### config.mk
export PLATFORM = sky130hd
export DESIGN_NAME = pfde_merge
export DESIGN_NICKNAME = d
export VERILOG_FILES = /design/src/rtl/core/page_framebuffer_draw_engine_defines.svh /design/src/rtl/core/pfde_pkg.sv /design/src/rtl/core/pfde_merge.sv
export SDC_FILE = /design/constraint.sdc
export NUM_CORES = 1
export LEC_CHECK = 0
export ABC_AREA = 1
export BUFFER_PORTS_ARGS = -buffer_cell sky130_fd_sc_hd__buf_2
export CAP_MARGIN = 0
export CORE_MARGIN = 4
export CORE_UTILIZATION = 25
export DETAILED_ROUTE_END_ITERATION = 10
export PLACE_DENSITY = 0.43
export SLEW_MARGIN = 20
export SYNTH_ARGS = -nofsm -noshare
export SYNTH_HDL_FRONTEND = slang
export SYNTH_SLANG_ARGS = --single-unit
### constraint.sdc
create_clock -name vclk -period 4.35
set_input_delay 0.87 -clock vclk [all_inputs]
set_output_delay 0.87 -clock vclk [all_outputs]
set_load 0.01 [all_outputs]
### src/rtl/core/page_framebuffer_draw_engine_defines.svh
// ----------------------------------------------------------------------------
// page framebuffer draw engine assertion macros
// shared property wrappers clocked on clk and disabled in reset
// ----------------------------------------------------------------------------
`ifndef PAGE_FRAMEBUFFER_DRAW_ENGINE_DEFINES_SVH
`define PAGE_FRAMEBUFFER_DRAW_ENGINE_DEFINES_SVH

// same-cycle implication
`define PFDE_CHECK(name, pre, post, msg) \
    name: assert property (@(posedge clk) disable iff (!rst_n) (pre) |-> (post)) \
        else $error(msg);

// next-cycle implication
`define PFDE_CHECK_NEXT(name, pre, post, msg) \
    name: assert property (@(posedge clk) disable iff (!rst_n) (pre) |=> (post)) \
        else $error(msg);

`endif

### src/rtl/core/pfde_pkg.sv
// ----------------------------------------------------------------------------
// pfde_pkg
// command codes, shape descriptor and 5x7 font for the page draw engine
// ----------------------------------------------------------------------------
`default_nettype none

package pfde_pkg;

    localparam int COORD_W = 11;
    typedef logic signed [COORD_W-1:0] coord_t;

    localparam logic [2:0] FN_CLEAR   = 3'd0;
    localparam logic [2:0] FN_PIXEL   = 3'd1;
    localparam logic [2:0] FN_FILL    = 3'd2;
    localparam logic [2:0] FN_OUTLINE = 3'd3;
    localparam logic [2:0] FN_CHAR    = 3'd4;
    localparam logic [2:0] FN_READ    = 3'd5;

    localparam logic [1:0] SH_BOX   = 2'd0;
    localparam logic [1:0] SH_FRAME = 2'd1;
    localparam logic [1:0] SH_GLYPH = 2'd2;

    typedef logic [5:0] glyph_t;

    localparam glyph_t GL_BLANK   = 6'd0;
    localparam glyph_t GL_UNKNOWN = 6'd1;
    localparam glyph_t GL_COLON   = 6'd2;
    localparam glyph_t GL_DOT     = 6'd3;
    localparam glyph_t GL_DASH    = 6'd4;
    localparam glyph_t GL_SLASH   = 6'd5;
    localparam glyph_t GL_PERCENT = 6'd6;
    localparam glyph_t GL_GT      = 6'd7;
    localparam glyph_t GL_DIGIT0  = 6'd8;
    localparam glyph_t GL_LETTERA = 6'd18;
    localparam glyph_t GL_COUNT   = 6'd44;
    localparam int     GL_ROWS    = 44;

    localparam logic [7:0] CH_SPACE   = 8'h20;
    localparam logic [7:0] CH_ZERO    = 8'h30;
    localparam logic [7:0] CH_NINE    = 8'h39;
    localparam logic [7:0] CH_UP_A    = 8'h41;
    localparam logic [7:0] CH_UP_Z    = 8'h5A;
    localparam logic [7:0] CH_LO_A    = 8'h61;
    localparam logic [7:0] CH_LO_Z    = 8'h7A;
    localparam logic [7:0] CH_FOLD    = 8'h20;
    localparam logic [7:0] CH_COLON   = 8'h3A;
    localparam logic [7:0] CH_DOT     = 8'h2E;
    localparam logic [7:0] CH_DASH    = 8'h2D;
    localparam logic [7:0] CH_UNDER   = 8'h5F;
    localparam logic [7:0] CH_SLASH   = 8'h2F;
    localparam logic [7:0] CH_PERCENT = 8'h25;
    localparam logic [7:0] CH_GT      = 8'h3E;

    typedef struct packed {
        logic [1:0] mode;
        coord_t     xa;
        coord_t     xb;
        coord_t     ya;
        coord_t     yb;
        logic       pen;
        logic       invert;
        glyph_t     glyph;
    } shape_t;

    // five columns per glyph, leftmost column in the top byte
    localparam logic [39:0] FONT_ROM [GL_ROWS] = '{
        40'h0000000000, 40'h3E415D413E, 40'h0036360000, 40'h0060600000,
        40'h0808080808, 40'h2010080402, 40'h6264081323, 40'h0041221408,
        40'h3E5149453E, 40'h00427F4000, 40'h4261514946, 40'h2141454B31,
        40'h1814127F10, 40'h2745454539, 40'h3C4A494930, 40'h0171090503,
        40'h3649494936, 40'h064949291E, 40'h7E1111117E, 40'h7F49494936,
        40'h3E41414122, 40'h7F4141221C, 40'h7F49494941, 40'h7F09090901,
        40'h3E4149497A, 40'h7F0808087F, 40'h00417F4100, 40'h2040413F01,
        40'h7F08142241, 40'h7F40404040, 40'h7F020C027F, 40'h7F0408107F,
        40'h3E4141413E, 40'h7F09090906, 40'h3E4151215E, 40'h7F09192946,
        40'h4649494931, 40'h01017F0101, 40'h3F4040403F, 40'h1F2040201F,
        40'h3F4038403F, 40'h6314081463, 40'h0708700807, 40'h6151494543
    };

    function automatic glyph_t pick_glyph(input logic [7:0] code);
        logic [7:0] folded;
        glyph_t     g;
        folded = code;
        if (code >= CH_LO_A && code <= CH_LO_Z)
        begin
            folded = code - CH_FOLD;
        end
        if (code == CH_SPACE)
        begin
            g = GL_BLANK;
        end
        else if (code >= CH_ZERO && code <= CH_NINE)
        begin
            g = GL_DIGIT0 + 6'(code - CH_ZERO);
        end
        else if (folded >= CH_UP_A && folded <= CH_UP_Z)
        begin
            g = GL_LETTERA + 6'(folded - CH_UP_A);
        end
        else
        begin
            unique case (folded)
                CH_COLON:           g = GL_COLON;
                CH_DOT:             g = GL_DOT;
                CH_DASH, CH_UNDER:  g = GL_DASH;
                CH_SLASH:           g = GL_SLASH;
                CH_PERCENT:         g = GL_PERCENT;
                CH_GT:              g = GL_GT;
                default:            g = GL_UNKNOWN;
            endcase
        end
        return g;
    endfunction

    function automatic logic [7:0] font_col(input glyph_t idx, input logic [2:0] col);
        logic [39:0] cols;
        logic [7:0]  res;
        cols = (idx < GL_COUNT) ? FONT_ROM[idx] : '0;
        unique case (col)
            3'd0:    res = cols[39:32];
            3'd1:    res = cols[31:24];
            3'd2:    res = cols[23:16];
            3'd3:    res = cols[15:8];
            3'd4:    res = cols[7:0];
            default: res = '0;
        endcase
        return res;
    endfunction

endpackage

`default_nettype wire

### src/rtl/core/pfde_merge.sv
// ----------------------------------------------------------------------------
// pfde_merge
// per-byte mask and pixel data for the active shape, merged into the old byte
// ----------------------------------------------------------------------------
`default_nettype none

module pfde_merge #(
    parameter int COL_W         = 7,
    parameter int PAGE_W        = 3,
    parameter int SCREEN_HEIGHT = 64
) (
    input  wire pfde_pkg::shape_t    shape,
    input  wire logic [COL_W-1:0]    col,
    input  wire logic [PAGE_W-1:0]   page,
    input  wire logic [7:0]          old_byte,
    output logic      [7:0]          new_byte
);

    localparam pfde_pkg::coord_t Y_MAX = pfde_pkg::coord_t'(SCREEN_HEIGHT - 1);

    pfde_pkg::coord_t cx;
    pfde_pkg::coord_t koff;
    logic             col_in;
    logic             col_edge;
    logic             gcol_in;
    logic             ocol_in;
    logic [7:0]       fbyte;
    logic [7:0]       mask;
    logic [7:0]       data;

    assign cx       = pfde_pkg::coord_t'({{(pfde_pkg::COORD_W-COL_W){1'b0}}, col});
    assign koff     = cx - shape.xa;
    assign col_in   = (cx >= shape.xa) && (cx <= shape.xb);
    assign col_edge = (cx == shape.xa) || (cx == shape.xb);
    assign gcol_in  = (koff >= 0) && (koff <= 4);
    assign ocol_in  = (koff >= 0) && (koff <= 5);
    assign fbyte    = pfde_pkg::font_col(shape.glyph, koff[2:0]);

    always_comb
    begin
        pfde_pkg::coord_t r;
        pfde_pkg::coord_t joff;
        logic             row_in;
        logic             row_edge;
        logic             g_in;
        logic             g_out;
        logic             lit;
        logic             m;
        logic             d;
        for (int b = 0; b < 8; b++)
        begin
            r        = pfde_pkg::coord_t'({{(pfde_pkg::COORD_W-PAGE_W-3){1'b0}}, page, 3'(b)});
            joff     = r - shape.ya;
            row_in   = (r >= shape.ya) && (r <= shape.yb);
            row_edge = (r == shape.ya) || (r == shape.yb);
            g_in     = gcol_in && (joff >= 0) && (joff <= 6);
            g_out    = shape.invert && ocol_in && (joff >= 0) && (joff <= 7);
            lit      = fbyte[joff[2:0]];
            unique case (shape.mode)
                pfde_pkg::SH_BOX:
                begin
                    m = col_in && row_in;
                    d = shape.pen;
                end
                pfde_pkg::SH_FRAME:
                begin
                    m = (col_in && row_edge) || (row_in && col_edge);
                    d = shape.pen;
                end
                pfde_pkg::SH_GLYPH:
                begin
                    m = g_in || g_out;
                    d = g_in ? (lit ^ shape.invert) : 1'b1;
                end
                default:
                begin
                    m = 1'b0;
                    d = 1'b0;
                end
            endcase
            // rows past the bottom edge in a partial page are never written
            mask[b] = m && (r <= Y_MAX);
            data[b] = d;
        end
    end

    assign new_byte = (old_byte & ~mask) | (data & mask);

endmodule

`default_nettype wire

# --- Yosys cells after proc, flatten, opt, wreduce, memory -nomap -nowiden ---
# Memory sizes are Yosys's and may differ from the RTL's.
# Index checks and enable logic that the tools add are counted.
totals:
  ff_bits: 0
  mem_bits_ro: 2560
  inputBits: 72
  out_inout_bits: 8
  word_cells: 250
  memories: 1
memory_table:
  columns: ["memory", "depth", "word_bits", "rd", "rd_ports_with_merged_regs", "write_ports", "line_no", "text"]
  rows:
  - ["(no name shown)", 64, 40, 1, 0, 0, "pfde_pkg.sv:118", "cols = (idx < GL_COUNT) ? FONT_ROM[idx] : '0;"]
classes:
  addsub: 9
  n_lt_le_gt_ge: 55
  n_eq_ne: 24
  mux: 52
  bitwise_logic: 13
  reduce_logical: 96
op_table:
  columns: ["operator", "count"]
  rows:
  - ["$le A11 B4 Y1 const B", 18]
  - ["$eq A7 B11 Y1", 16]
  - ["$mux W40", 3]
  - ["$ge A11 B1 Y1 const B", 9]
  - ["$ge A7 B11 Y1", 8]
  - ["$le A7 B11 Y1", 8]
  - ["$sub A7 B11 Y11", 8]
  - ["$logic_and A1 B1 Y1", 68]
  - ["$lt A3 B5 Y1 const B", 8]
  - ["$pmux W8 S5", 1]
  - ["$logic_or A1 B1 Y1", 25]
  - ["$bmux W1 S3", 8]
  - ["$mux W1", 24]
  - ["$pmux W1 S3", 8]
  - ["$eq A8 B11 Y1", 2]
  - ["$and A8 B8 Y8", 2]
  - ["$pmux W1 S2", 8]
  - ["$ge A8 B11 Y1", 1]
  - ["$le A8 B11 Y1", 1]
  - ["$sub A8 B11 Y11", 1]
  - ["$not A8 Y8", 1]
  - ["$or A8 B8 Y8", 1]
  - ["$xor A1 B1 Y1", 8]
  - ["$ge A7 B7 Y1 const B", 1]
  - ["10 further kinds", 11]

# --- Depth between registers and ports, before layout ---
logic_depth:
  ltp_word: 14
  ltp_mapped: 23
  mapped_depth_nobuf: 22

# --- Worst setup path before layout ---
# OpenSTA, ideal clock, no wires.
synth_timing:
  path_type: "input -> output"
  from: "input shape[19] (netlist bit)"
  to: "output new_byte[0]"
  arrival_time_ns: 3.253
  required_ns: 3.480
  path_slack_ns: 0.227
  path_stages: 19
  path_buffers: 3
  path_cell_list: "inv_1 -> clkbuf_1 -> clkbuf_1 -> ha_1 -> clkbuf_2 -> nand2_1 -> nand2_1 -> xor2_1 -> nor2b_1 -> nand3_1 -> nor2_1 -> nand3_1 -> a21oi_1 -> nand2_1 -> nand2_1 -> nand2_1 -> nand2_1 -> a21oi_1 -> a21oi_1"
synth_between:
  elab_chain_cells: 9
  word_cells_on_any_way: 28
  classes_between: "add/sub (1); order compare (4); eq/ne (1); mux (6); bitwise (5); reduce/logical (11)"
synth_rtl:
  columns: ["element", "line_no", "text"]
  rows:
  - ["start: declaration", "pfde_merge.sv:12", "input wire pfde_pkg::shape_t shape,"]
  - ["$sub A7 B11 Y11", "pfde_merge.sv:53", "joff = r - shape.ya;"]
  - ["$ge A11 B1 Y1 or $bmux W1 S3 (tied branches)", "pfde_merge.sv:56, pfde_merge.sv:57, pfde_merge.sv:58", null]
  - ["$logic_and A1 B1 Y1 (tied with other cells) (2 in series)", "pfde_merge.sv:56", "g_in = gcol_in && (joff >= 0) && (joff <= 6);"]
  - ["$logic_or A1 B1 Y1 or $xor A1 B1 Y1 (tied branches)", "pfde_merge.sv:72, pfde_merge.sv:73", null]
  - ["$pmux W1 S3 or $mux W1 (tied branches)", "pfde_merge.sv:59, pfde_merge.sv:73", null]
  - ["$not A8 Y8 or $pmux W1 S2 (tied branches)", "pfde_merge.sv:87, pfde_merge.sv:59", null]
  - ["$and A8 B8 Y8", "pfde_merge.sv:87", "assign new_byte = (old_byte & ~mask) | (data & mask);"]
  - ["$or A8 B8 Y8 *", "pfde_merge.sv:87", null]
  - ["end: declaration", "pfde_merge.sv:16", "output logic [7:0] new_byte"]
# Mark *: on every way between the ends. The rest lies on a longest branch, timed or not. The select of a mux whose other input is x is not followed.

# --- Final worst setup path ---
layout_timing:
  from: "input col[0]"
  to: "output new_byte[0]"
layout_between:
  elab_chain_cells: 11
  word_cells_on_any_way: 39
  classes_between: "add/sub (1); order compare (5); eq/ne (6); mux (7); bitwise (5); reduce/logical (15)"
layout_rtl:
  columns: ["element", "line_no", "text"]
  rows:
  - ["start: declaration", "pfde_merge.sv:13", "input wire logic [COL_W-1:0] col,"]
  - ["$sub A8 B11 Y11", "pfde_merge.sv:32", "assign koff = cx - shape.xa;"]
  - ["$eq A3 B3 Y1 (tied with other cells)", "pfde_pkg.sv:119", "unique case (col)"]
  - ["$pmux W8 S5 or $logic_and A1 B1 Y1 (tied branches)", "pfde_pkg.sv:119, pfde_merge.sv:36", null]
  - ["$bmux W1 S3 or $logic_and A1 B1 Y1 (tied branches)", "pfde_merge.sv:58, pfde_merge.sv:57", null]
  - ["$mux W1 (not written as such) or $logic_and A1 B1 Y1 (tied branches) (2 in series)", "pfde_merge.sv:58, pfde_merge.sv:57", null]
  - ["$xor A1 B1 Y1 or $logic_or A1 B1 Y1 (tied branches)", "pfde_merge.sv:73, pfde_merge.sv:72", null]
  - ["$mux W1 or $pmux W1 S3 (tied branches)", "pfde_merge.sv:73, pfde_merge.sv:59", null]
  - ["$pmux W1 S2 or $not A8 Y8 (tied branches)", "pfde_merge.sv:59, pfde_merge.sv:87", null]
  - ["$and A8 B8 Y8", "pfde_merge.sv:87", null]
  - ["$or A8 B8 Y8 *", "pfde_merge.sv:87", null]
# Marks and branches as above.

==> flow_metrics.env <==
export IMPL_status="finished with violations"
export IMPL_drt_iter0_drc=911
export IMPL_total_power_mw=1.11
export IMPL_period_share=1.00
export IMPL_synth_distinct_cells=51
export IMPL_final_antenna_net_count=0
export IMPL_cts_hold_buf=0
export IMPL_synth_top_family_by_area="simple AND/OR/NAND/NOR gates"
export IMPL_top_layer="met4"
export IMPL_wl_met2_um=14200
export IMPL_seq_cell_count=0
export IMPL_synth_xor_area_frac=0.0265
export IMPL_grt_first_pass_wirelength_um=49100
export IMPL_start_util=0.256
export IMPL_port_buffers=80
export IMPL_cp_end_kind="output port"
export IMPL_power_leakage_nw=4.91
export IMPL_core_area_um2=27100
export IMPL_antenna_found_initial=0
export IMPL_seqCellArea_um2=0
export IMPL_die_area_um2=30400
export IMPL_fp_dieW_um=174
export IMPL_grt_pass1_vias=8922
export IMPL_slew_viol_final=0
export IMPL_hold_path_class="in2out"
export IMPL_final_common_cell="nand2_1"
export IMPL_max_slew_margin=0.643
export IMPL_cp_max_fo=6
export IMPL_wl_per_cell_um=16.3
export IMPL_synth_warnings=0
export IMPL_yosys_area_share_simple=0.620
export IMPL_final_cell_mix="476 x nand2_1, 199 x nand3_1, 140 x inv_1, 140 x buf_4, 127 x nor2_1"
export IMPL_layout_drive_gt1_share=0.256
export IMPL_startpoint_type="primary input"
export IMPL_num_rows=60
export IMPL_clkbuf_count=0
export IMPL_dr_total_vias=9701
export IMPL_failed_checks="setup timing"
export IMPL_hold_start="old_byte[6]"
export IMPL_worstHoldPathCells=4
export IMPL_synth_mux_area_frac=0
export IMPL_p_per_area_nw_per_um2=121
export IMPL_max_freq_mhz=230
export IMPL_met3WireLength_um=2160
export IMPL_synth_adder_area_share=0.103
export IMPL_crit_chain="buf_6 > inv_4 > ha_4 > fa_2 > nand2_2 > inv_4 > nand3_4 > buf_4 > nor3_1 > a21oi_1 > nand3_2 > nand3_2 > nand2_1 > nand3_1 > nand2_1 > nand2_1 > nand3_1 > nand2_1 > a21oi_2 > buf_2"
export IMPL_synth_compound_area_share=0.120
export IMPL_routed_wl_um=31800
export IMPL_max_stage_delay_ps=600
export IMPL_met1_length_um=14900
export IMPL_avgSynthCellArea_um2=4.97
export IMPL_cp_slowest_cell="fa_2"
export IMPL_min_to="new_byte[6]"
export IMPL_io_pins=80
export IMPL_finalNetCount=1706
export IMPL_maxCapViolCount=0
export IMPL_grt_overflow=0
export IMPL_place_area_um2=8660
export IMPL_setup_violations=1
export IMPL_dpl_hpwl_um=26400
export IMPL_final_area_um2=9190
export IMPL_post_route_min_period_ps=4350
export IMPL_track_usage=0.195
export IMPL_worstPathArrival_ps=3480
export IMPL_synthCells=1393
export IMPL_crit_top_cell="nand2_1"
export IMPL_peakVddDrop_mv=0.0369
export IMPL_syn_num_nets=1520
export IMPL_syn2layout_area_growth_pct=32.6
export IMPL_rsz0062_at_grt="yes"
export IMPL_syn_cell_area_um2=6930
export IMPL_vias_per_cell=4.98
export IMPL_ys_seq_area_frac=0
export IMPL_worst_pin_slew_ps=536
export IMPL_grt_max_degree=42
export IMPL_setup_slack_ps=-0.594
export IMPL_gp_congestion=1.03
export IMPL_critPathKind="in2out"
export IMPL_drtPass1Iterations=6
export IMPL_antenna_cells=0
export IMPL_yosysTopAreaCellShare=0.268
export IMPL_hold_viol=0
export IMPL_die_height_um=174
export IMPL_cp_required_ps=3480
export IMPL_ys_top_cells_by_area="nand2_1 27%, nand3_1 17%, ha_1 9.4%"
export IMPL_drc_errors=0
export IMPL_yosysTopAreaCell="nand2_1"
==> cell families (layout without fill, tap and decap cells) <==
| family | count (synthesis) | after routing |
|---|---|---|
| AOI/OAI and AO/OA | 143 | 143 |
| and+or+nand+nor | 965 | 965 |
| buffers and inverters | 209 | 393 |
| adders and majority gates | 55 | 55 |
| xor gates and xnor gates | 21 | 21 |
==> how the worst max path moves through the flow <==
stage               from     endpoint  slack [ps]
3_3_place_gp      col[0]  new_byte[2]        -250
5_1_grt           col[0]  new_byte[7]        -150
4_1_cts           col[0]  new_byte[3]          -5
3_5_place_dp      col[0]  new_byte[2]        -250
2_1_floorplan  shape[19]  new_byte[0]         230
6_report          col[0]  new_byte[0]        -0.6
==> where the power goes <==
group	internal [mW]	total [mW]	switching, mW
Clock	0	0	0
Combinational	0.409	1.11	0.701
Sequential	0	0	0
==> synth_stat cells, drive strengths merged, types with 5 or more instances <==
master and n:
a21oi 67, clkbuf 13, nand2 514, o21ai 52, inv 165, nor3 13
or2 5, nor2 156, ha 52, nand4 25, buf 29, o211ai 16
xor2 20, nand3 243
==> cell type report <==
| class | count | area, um^2 |
|---|---|---|
| Fill cell | 3140 | 17900 |
| Multi-Input combinational cell | 1184 | 6500 |
| Timing Repair Buffer | 226 | 1580 |
| Inverter | 167 | 648 |
| Tap cell | 372 | 465 |
==> timing repair <==
| item | in CTS | in global routing |
|---|---|---|
| hold endpoints to repair | 0 | 0 |
| pin swaps | 5 | 34 |
| cloned | 0 | 0 |
| resized for setup | 34 | 98 |
| endpoints found under the setup margin | 8 | 8 |
| setup buffers | 0 | 3 |
==> through the flow <==
step	hold slack [ps]	std cells	setup TNS, ps	worst slack (ps)	utilization
after floorplan	1890	1393	0	227	-
after global placement	2090	1946	-1770	-250	0.320
after detailed placement	2070	1946	-1860	-253	0.320
after CTS	2080	1946	-5.43	-5.43	0.324
after global routing	2090	1949	-986	-148	0.339
final	2070	1949	-0.594	-0.594	0.339
==> worst max-delay path, delay by kind of cell <==
| family | cells | cell delay, ps |
|---|---|---|
| buffers and inverters | 5 | 500 |
| AND/OR/NAND/NOR | 11 | 1150 |
| adder cells (fa/ha/maj) | 2 | 750 |
| AO/OA/AOI/OAI | 2 | 210 |
==> per-layer routing <==
metal / GRT usage / vias to the layer above
li1: - / 4889
met1: 0.288 / 4348
met5: 0 / -
met2: 0.317 / 414
met4: 0.0304 / 0
met3: 0.0137 / 50
No activity file was read; power rests on OpenSTA's default activity.
